$ cat src/hdl/sle_pkg.sv
`timescale 1ns / 1ps
// ----------------------------------------------------------------------------
// sle_pkg
// Shared codes, widths and types of the sequential list engine.
// ----------------------------------------------------------------------------
package sle_pkg;

    localparam int OP_W     = 3;
    localparam int POS_W    = 8;
    localparam int VAL_W    = 32;
    localparam int STS_W    = 2;
    localparam int FOUND_W  = 7;
    localparam int LEN_W    = 8;

    localparam logic [OP_W-1:0] OP_INSERT    = 3'd0;
    localparam logic [OP_W-1:0] OP_READ      = 3'd1;
    localparam logic [OP_W-1:0] OP_OVERWRITE = 3'd2;
    localparam logic [OP_W-1:0] OP_SEARCH    = 3'd3;
    localparam logic [OP_W-1:0] OP_DELETE    = 3'd4;
    localparam logic [OP_W-1:0] OP_CLEAR     = 3'd5;

    localparam logic [STS_W-1:0] STS_OK        = 2'd0;
    localparam logic [STS_W-1:0] STS_FULL      = 2'd1;
    localparam logic [STS_W-1:0] STS_BAD_INDEX = 2'd2;
    localparam logic [STS_W-1:0] STS_NOT_FOUND = 2'd3;

    typedef enum logic [1:0] {
        S_IDLE,
        S_SCAN,
        S_APPLY,
        S_DONE
    } state_t;

    typedef struct packed {
        logic                    apply;
        logic [OP_W-1:0]         op;
        logic [POS_W-1:0]        position;
        logic signed [VAL_W-1:0] item_value;
    } ctrl_t;

    typedef struct packed {
        logic                    hit;
        logic signed [VAL_W-1:0] value;
        logic [FOUND_W-1:0]      index;
    } probe_t;

endpackage

$ cat src/hdl/sle_cell.sv
`timescale 1ns / 1ps
// ----------------------------------------------------------------------------
// sle_cell
// One list slot: holds an entry, shifts with its neighbors and passes
// the lookup probe one slot further each cycle.
// ----------------------------------------------------------------------------
module sle_cell
    import sle_pkg::*;
#(
    parameter int INDEX = 0,
    parameter int CNT_W = 8
) (
    input  logic                    clk,
    input  ctrl_t                   ctrl,
    input  logic [CNT_W-1:0]        count,
    input  logic signed [VAL_W-1:0] left_value,
    input  logic signed [VAL_W-1:0] right_value,
    input  probe_t                  probe_in,
    output logic signed [VAL_W-1:0] value,
    output probe_t                  probe_out
);

    localparam int CMP_W = (CNT_W > POS_W) ? CNT_W : POS_W;

    logic signed [VAL_W-1:0] value_reg;
    logic signed [VAL_W-1:0] value_next;
    probe_t                  probe_reg;
    probe_t                  probe_next;
    logic [CMP_W-1:0]        idx;
    logic [CMP_W-1:0]        pos_x;
    logic                    live;
    logic                    at_pos;
    logic                    past_pos;
    logic                    match;

    assign idx      = CMP_W'(INDEX);
    assign pos_x    = CMP_W'(ctrl.position);
    assign live     = idx < CMP_W'(count);
    assign at_pos   = idx == pos_x;
    assign past_pos = idx > pos_x;
    assign match    = live && ((ctrl.op == OP_SEARCH) ? (value_reg == ctrl.item_value)
                                                      : at_pos);

    always_comb
    begin
        if (probe_in.hit)
        begin
            probe_next = probe_in;
        end
        else
        begin
            probe_next.hit   = match;
            probe_next.value = value_reg;
            probe_next.index = FOUND_W'(INDEX);
        end
    end

    always_comb
    begin
        value_next = value_reg;
        if (ctrl.apply)
        begin
            unique case (ctrl.op)
                OP_INSERT:
                begin
                    if (past_pos)
                        value_next = left_value;
                    else if (at_pos)
                        value_next = ctrl.item_value;
                end
                OP_DELETE:
                begin
                    if (past_pos || at_pos)
                        value_next = right_value;
                end
                OP_OVERWRITE:
                begin
                    if (at_pos)
                        value_next = ctrl.item_value;
                end
                default:
                begin
                    value_next = value_reg;
                end
            endcase
        end
    end

    always_ff @(posedge clk)
    begin
        value_reg <= value_next;
        probe_reg <= probe_next;
    end

    assign value     = value_reg;
    assign probe_out = probe_reg;

endmodule
$ cat config.mk
export PLATFORM = sky130hd
export DESIGN_NAME = sle_cell
export DESIGN_NICKNAME = d
export VERILOG_FILES = /design/src/hdl/sle_pkg.sv /design/src/hdl/sle_cell.sv
export SDC_FILE = /design/constraint.sdc
export NUM_CORES = 1
export LEC_CHECK = 0
export BUFFER_PORTS_ARGS = -buffer_cell sky130_fd_sc_hd__buf_4
export CAP_MARGIN = 20
export CORE_MARGIN = 2
export CORE_UTILIZATION = 40
export CTS_BUF_LIST = sky130_fd_sc_hd__clkbuf_8
export CTS_CLUSTER_SIZE = 10
export DETAILED_ROUTE_END_ITERATION = 16
export PLACE_DENSITY = 0.79
export SLEW_MARGIN = 20
export SYNTH_ARGS = -nofsm -noshare
export SYNTH_HDL_FRONTEND = slang
export SYNTH_SLANG_ARGS = --single-unit
$ cat constraint.sdc
create_clock -name clk -period 5.2 [get_ports clk]
set_input_delay 0.26 -clock clk [delete_from_list [all_inputs] [get_ports clk]]
set_output_delay 0.26 -clock clk [all_outputs]
set_load 0.01 [all_outputs]
After elaboration in Yosys (flattened, before gate mapping). Index checks and enable logic that the tools add are counted.

Bits in writable memories: 0. Memory bits (read-only): 0. Memories: 0. Input port bits: 157. Flip-flop bits (word level): 72. Bits in latches: 0. Word-level logic and storage cells: 23.

Bitwise operators: 0. Magnitude comparators: 2. Div/mod/pow operators: 0. Reductions and logical operators: 6. Multipliers: 0. Mux-type cells: 6. Add/sub/neg operators: 0. Equality and inequality tests: 5. Shifts and indexed selects: 0.

Operators by type and width (count): 2-to-1 mux 32 bit (3); case mux 32 bit (3 select lines) (1); 2-to-1 mux 39 bit (1); == test 32 bit (1); greater-than comparator 1 x 8 -> 1 bit (first input constant) (1); zero test 8 bit (1); < comparator 1 x 8 -> 1 bit (first input constant) (1); == test 3 x 2 -> 1 bit (second input constant) (2); == test 3 bit (second input constant) (1); zero test 3 bit (1); AND reduction 3 bit (1); nonzero test 3 bit (1); inequality test 2 bit (second input constant) (1); logical AND 1 bit (1); logical OR 1 bit (1); 2-to-1 mux 1 bit (1).

Depth between registers and ports, before layout. Gate-level depths: netlist of the first run.

Word-level depth: 4. Gate-level depth with buffers: 5.

Least setup slack after synthesis of the first run. OpenSTA, ideal clock, no wires.

Path kind: input -> register. From: input ctrl[36] (netlist name). To: register value_reg[0], in the netlist value[0], enable pin. Path buffers: 0. Arrival time: 1715 ps. Slack: 3093 ps. Cell stages on the path: 4. Cell sequence: nor4_2 > nand2_1 > o21ai_0 > and3b_1.

Word-level cells in the longest chain between the ends: 4. Elaborated cells between the ends (all ways): 5.

Ends and longest elaborated chain: start: declaration (line sle_cell.sv:14) `input ctrl_t ctrl,`; greater-than comparator 1 x 8 -> 1 bit or zero test 8 bit (tied branches) (line sle_cell.sv:40, sle_cell.sv:39); logical OR 1 bit * (line sle_cell.sv:73) `if (past_pos || at_pos)`; inequality test 2 bit (no line) *; AND reduction 3 bit (no line) *; end signal: assignment (line sle_cell.sv:91) `value_reg <= value_next;`; end: declaration (line sle_cell.sv:25) `logic signed [VAL_W-1:0] value_reg;`.

Mark *: on every way between the ends. The rest lies on a longest branch, timed or not. A chain may end at the register's enable or synchronous reset.

Final worst setup path of the first run.
From: input ctrl[36] (netlist name). To: register value_reg[19], in the netlist value[19], enable pin.

The elaborated chain is that of the path after synthesis.

==> results of run 1 <==
==> where the power goes <==
part	internal (mW)	total [mW]	leakage [nW]	switching (mW)
Clock	0.226	0.462	0.0966	0.236
Combinational	0.129	0.210	1.62	0.0816
Sequential	0.619	0.633	0.632	0.0139
Total	0.974	1.31	2.35	0.332
==> layout by cell type, fill, tap and decap left out, types with 2 or more instances in the layout <==
master,count
mux2i_1,32
dfxtp_1,40
and2_1,7
nor4_2,3
edfxtp_1,32
clkinvlp_4,2
xor2_1,14
o21ai_1,29
buf_4,197
mux2_2,32
clkbuf_8,9
inv_6,3
nand2_1,33
o21ai_0,5
xnor2_1,18
nand4_1,4
nor4_1,5
==> worst max-delay path, stage by stage <==
cell and delay [ns]:
buf_4 0.11, nor4_2 0.37, nand2_2 0.67, o21ai_0 0.36
and3b_2 0.76
==> layout make-up <==
class                           instances  area [sq um]  area share (%)
Clock buffer                            9           124            2.45
Timing Repair Buffer                  198          1490            29.5
Multi-Input combinational cell        190          1480            29.2
Clock inverter                          7          76.3            1.51
Sequential cell                        72          1760            34.8
Tap cell                              105           131            2.59
==> path summary, 6_finish.rpt <==
path,startpoint,end,slack [ns],cells after the start
max,ctrl[36],value[19]$_DFFE_PP_,2.62,5
min,probe_in[2],probe_out[2]$_SDFF_PN0_,0.11,2
max reg2reg,value[12]$_DFFE_PP_,probe_out[39]$_SDFF_PP1_,3.48,5
min reg2reg,value[5]$_DFFE_PP_,probe_out[12]$_DFF_P_,0.60,1
==> per-stage QoR <==
step,power [mW],setup slack (ns),instance area [sq um],hold slack (ns)
after floorplan,0.721,3.09,3280,0.387
after global placement,0.851,2.26,4850,0.470
after detailed placement,0.858,2.21,4860,0.472
after CTS,1.32,2.57,5060,0.100
after global routing,1.36,2.43,5060,0.0953
final,1.31,2.62,5060,0.111
==> metal layers <==
layer / global-route usage [%] / up-vias / routed length (um) / share of wire (%)
met5: 0 / - / 0 / 0
met4: 5.92 / 0 / 104 / 1.1
met3: 4.95 / 9 / 626 / 6.5
met2: 37.2 / 116 / 4980 / 52
met1: 25.1 / 1292 / 3850 / 40
li1: - / 1381 / - / -
==> cells by family (layout without fill, tap and decap cells) <==
logic type / Yosys count / count (layout)
AO/OA/AOI/OAI: 35 / 35
AND/OR/NAND/NOR: 59 / 59
multiplexers: 64 / 64
buffers and inverters: 13 / 214
flip-flops: 72 / 72
XOR/XNOR: 32 / 32
==> results.sh, run 1 <==
export IMPL_synth_edff_count=32
export IMPL_routed_wl_um=9560
export IMPL_synthMuxAreaShare_pct=20.7
export IMPL_cts_tree="done"
export IMPL_avgRoutedWirePerCell_um=16.5
export IMPL_crit_required_ns=5.17
export IMPL_cts_resized=0
export IMPL_fp_dieW_um=94.6
export IMPL_fin_setup_tns_ns=0
export IMPL_largest_reg_flops=40
export IMPL_dp_hpwl_um=7230
export IMPL_ioPinCount=229
export IMPL_viasPerCell=4.82
export IMPL_worst_setup_path_end_kind="flop"
export IMPL_post_cts_repair_setup_buffers=0
export IMPL_postSynthAreaPerCell_sq_um=11.9
export IMPL_final_layout_size_suffix_gt1_share_pct=53.2
export IMPL_drcViolationCount=0
export IMPL_min_period_over_period_pct=49.7
export IMPL_final_cells=581
export IMPL_placementRows=33
export IMPL_max_slew_margin_pct=29.7
export IMPL_status="finished clean"
export IMPL_grt_use_total_pct=20.9
export IMPL_synth_compound_gate_area_share_pct=5.45
export IMPL_utilization_pct=62.6
export IMPL_io_buffers=196
export IMPL_ys_seq_area_share_pct=53.7
export IMPL_place_gp_congestion=0.757
export IMPL_synth_simple_gate_area_share_pct=9.99
export IMPL_grt_setup_unrepaired="no"
export IMPL_dr_pass1_iters=5
export IMPL_ir_drop_mv=0.150
export IMPL_synth_top_area_cell="edfxtp_1"
export IMPL_worstMarginPinSlew_ns=1.05
export IMPL_numCtsBuffers=9
export IMPL_start_util_pct=40.6
export IMPL_leakagePower_nw=2.35
export IMPL_grt_pass1_wl_um=14100
export IMPL_hold_violations=0
export IMPL_antenna_left=0
export IMPL_synth_top_cell_area_share_pct=29.3
export IMPL_netlist_area_sq_mm=0.00328
export IMPL_worstSkewPairLatency_ns=0.35
export IMPL_ys_async_sr_fraction_pct=0
export IMPL_yosysWarnings=0
export IMPL_synth_cells=275
export IMPL_h_tree_depth=3
export IMPL_synth_xor_area_share_pct=8.54
export IMPL_fin_skew_ns=0.0120
export IMPL_root_buffer="clkbuf_8"
export IMPL_fin_crit_ns=2.58
export IMPL_cts_buffer_depth=2
export IMPL_antenna_found_initial=0
export IMPL_antenna_cells=0
export IMPL_slew_viol_final=0
export IMPL_synth_area_leaders="edfxtp_1 (29%), dfxtp_1 (24%), mux2_2 (11%), mux2i_1 (9.8%), xnor2_1 (4.8%)"
export IMPL_coreArea_sq_mm=0.00809
export IMPL_die_h_um=94.6
export IMPL_overflow=0
export IMPL_power_density_mw_per_mm2=258
export IMPL_vias=2798
export IMPL_cap_violations=0
export IMPL_setup_viol=0
export IMPL_ys_ff_latch=72
export IMPL_cts_sinks=72
export IMPL_grt_pass1_vias=2833
export IMPL_synth_top_family_by_area="multiplexers"
export IMPL_worstPathArrival_ns=2.55
export IMPL_cp_start_kind="primary input"
export IMPL_synthAdderAreaFrac_pct=0
export IMPL_crit_type="in -> reg"
export IMPL_n_fill_cell=694
export IMPL_first_iter_violations=78
export IMPL_area_growth_pct=54.3
export IMPL_hold_buffers=0
export IMPL_max_freq_mhz=387
export IMPL_die_area_sq_mm=0.00895
export IMPL_path_clk_slew_ns=0.09
export IMPL_nNetsFinal=628
export IMPL_dp_cells=565
export IMPL_grt_max_degree=41
export IMPL_cp_max_fo=33
export IMPL_synth_flop_cell="dfxtp_1"
export IMPL_synth_distinct_cells=23
export IMPL_synth_nets=432
export IMPL_ys_top_cells_by_count="dfxtp_1 (40), nand2_1 (34), edfxtp_1 (32), mux2_2 (32), mux2i_1 (32)"
export IMPL_hp_class="in -> reg"
export IMPL_post_synth_top_count_cell="dfxtp_1"
Note: power is estimated with default switching activity, not from simulation.
==> inputs of run 2 (changes only) <==
--- a/config.mk
+++ b/config.mk
@@ -8,7 +8,7 @@
 export BUFFER_PORTS_ARGS = -buffer_cell sky130_fd_sc_hd__buf_4
 export CAP_MARGIN = 20
 export CORE_MARGIN = 2
-export CORE_UTILIZATION = 40
+export CORE_UTILIZATION = 38
 export CTS_BUF_LIST = sky130_fd_sc_hd__clkbuf_8
 export CTS_CLUSTER_SIZE = 10
 export DETAILED_ROUTE_END_ITERATION = 16
==> constraint.sdc (replaced) <==
create_clock -name clk -period 2.1 [get_ports clk]
set_input_delay 0.105 -clock clk [delete_from_list [all_inputs] [get_ports clk]]
set_output_delay 0.105 -clock clk [all_outputs]
set_load 0.01 [all_outputs]
==> results.sh, run 2 (synthesis gave the netlist of run 1 again) <==
export IMPL_status="finished clean"
export IMPL_max_slew_margin_pct=60.6
export IMPL_cp_max_fo=4
export IMPL_placementRows=33
export IMPL_antenna_cells=0
export IMPL_cp_start_kind="flop"
export IMPL_largest_reg_flops=40
export IMPL_antenna_left=0
export IMPL_h_tree_depth=3
export IMPL_first_iter_violations=71
export IMPL_viasPerCell=4.89
export IMPL_io_buffers=196
export IMPL_final_cells=619
export IMPL_dp_hpwl_um=7010
export IMPL_layout_common_cells="buf_4 (197), dfxtp_1 (40), dlygate4sd3_1 (37)"
export IMPL_critPathMaxStageDelay_ns=0.55
export IMPL_critical_path_slowest_cell="or4_1"
export IMPL_crit_required_ns=2.37
export IMPL_n_fill_cell=621
export IMPL_post_cts_repair_setup_buffers=0
export IMPL_leakagePower_nw=2.53
export IMPL_grt_pass1_wl_um=16000
export IMPL_cts_tree="done"
export IMPL_ioPinCount=229
export IMPL_drcViolationCount=0
export IMPL_cap_violations=0
export IMPL_power_density_mw_per_mm2=621
export IMPL_mostFrequentLayoutCell="buf_4"
export IMPL_worstMarginPinSlew_ns=0.590
export IMPL_whs_ns=0.0163
export IMPL_hp_class="in -> reg"
export IMPL_fin_skew_ns=0.0103
export IMPL_start_util_pct=39.5
export IMPL_numCtsBuffers=9
export IMPL_rr_startpoint="value[13]$_DFFE_PP_"
export IMPL_nNetsFinal=666
export IMPL_grtUsageMet2_pct=39.1
export IMPL_ir_drop_mv=0.369
export IMPL_area_growth_pct=67.3
export IMPL_use_met3_pct=5.06
export IMPL_max_freq_mhz=598
export IMPL_grt_max_degree=65
export IMPL_grt_pass1_vias=3190
export IMPL_routed_wl_um=10100
export IMPL_crit_type="reg -> reg"
export IMPL_grt_use_total_pct=21.2
export IMPL_fin_setup_tns_ns=0
export IMPL_dp_cells=566
export IMPL_coreArea_sq_mm=0.00830
export IMPL_dr_pass1_iters=4
export IMPL_fin_crit_ns=1.67
export IMPL_grtUsageMet1_pct=24.1
export IMPL_vias=3029
export IMPL_cp_top_family="simple AND/OR/NAND/NOR gates"
export IMPL_multi_input_comb_area_sq_mm=0.00148
export IMPL_worstPathArrival_ns=1.94
export IMPL_critPathBufInv=0
export IMPL_hold_start="probe_in[25]"
export IMPL_final_layout_size_suffix_gt1_share_pct=49.4
export IMPL_cp_startpoint="value[13]$_DFFE_PP_"
export IMPL_top_usage_layer="met2"
export IMPL_die_area_sq_mm=0.00940
export IMPL_worstSkewPairLatency_ns=0.34
export IMPL_p_total_mw=3.41
export IMPL_min_period_over_period_pct=79.7
export IMPL_regArea_sq_mm=0.00176
export IMPL_setup_viol=0
export IMPL_cts_sinks=72
export IMPL_root_buffer="clkbuf_8"
export IMPL_avgRoutedWirePerCell_um=16.4
export IMPL_path_clk_slew_ns=0.08
export IMPL_grt_setup_unrepaired="no"
export IMPL_cts_buffer_depth=2
export IMPL_die_h_um=96.9
export IMPL_fp_dieW_um=96.9
export IMPL_worst_setup_path_end_kind="flop"
export IMPL_hold_violations=0
export IMPL_overflow=0
export IMPL_path_cells="xnor2_1, nand4_4, or4_1, o21ai_1"
export IMPL_place_gp_congestion=0.768
export IMPL_slew_viol_final=0
export IMPL_antenna_found_initial=0
## run 2: power breakdown
| group | internal (mW) | switching (mW) | leakage, nW |
|---|---|---|---|
| clock network | 0.708 | 0.550 | 0.117 |
| logic | 0.366 | 0.217 | 1.79 |
| registers | 1.53 | 0.0346 | 0.632 |
## run 2: final cells by class
type / count / area share [%]
clock buffers: 10 / 2.51
multi-input cells: 190 / 26.9
clock inverters: 6 / 1.66
flip-flops and latches: 72 / 32.1
well taps: 105 / 2.39
repair buffers: 236 / 34.4
## run 2: per-stage QoR
stage / util [%] / cell area, sq um / setup slack (ns)
2_1_floorplan: - / 3280 / 0.148
3_3_place_gp: 58.9 / 4890 / 0.455
3_5_place_dp: 58.9 / 4890 / 0.450
4_1_cts: 65.9 / 5470 / 0.437
5_1_grt: 66.1 / 5490 / 0.364
6_report: 66.1 / 5490 / 0.427
## run 2: worst paths after layout
kind / to / slack, ns / cells after the start
min: probe_out[25]$_DFF_P_ / 0.02 / 2
max reg2reg: probe_out[39]$_SDFF_PP1_ / 0.43 / 4
min reg2reg: probe_out[19]$_DFF_P_ / 0.60 / 1
max: probe_out[39]$_SDFF_PP1_ / 0.43 / 4
## run 2: what timing repair did
action / in CTS / in global routing
hold endpoints to repair: 35 / 2
endpoints found under the setup margin: 0 / 0
resized for setup: 0 / 0
hold buffers: 35 / 2
## run 2: metal layers
metal / routed length (um) / vias up / part of all wire, %
met2: 5370 / 126 / 53
li1: - / 1457 / -
met1: 4020 / 1434 / 40
met4: 131 / 0 / 1.3
met3: 603 / 12 / 6.0
met5: 0 / - / 0
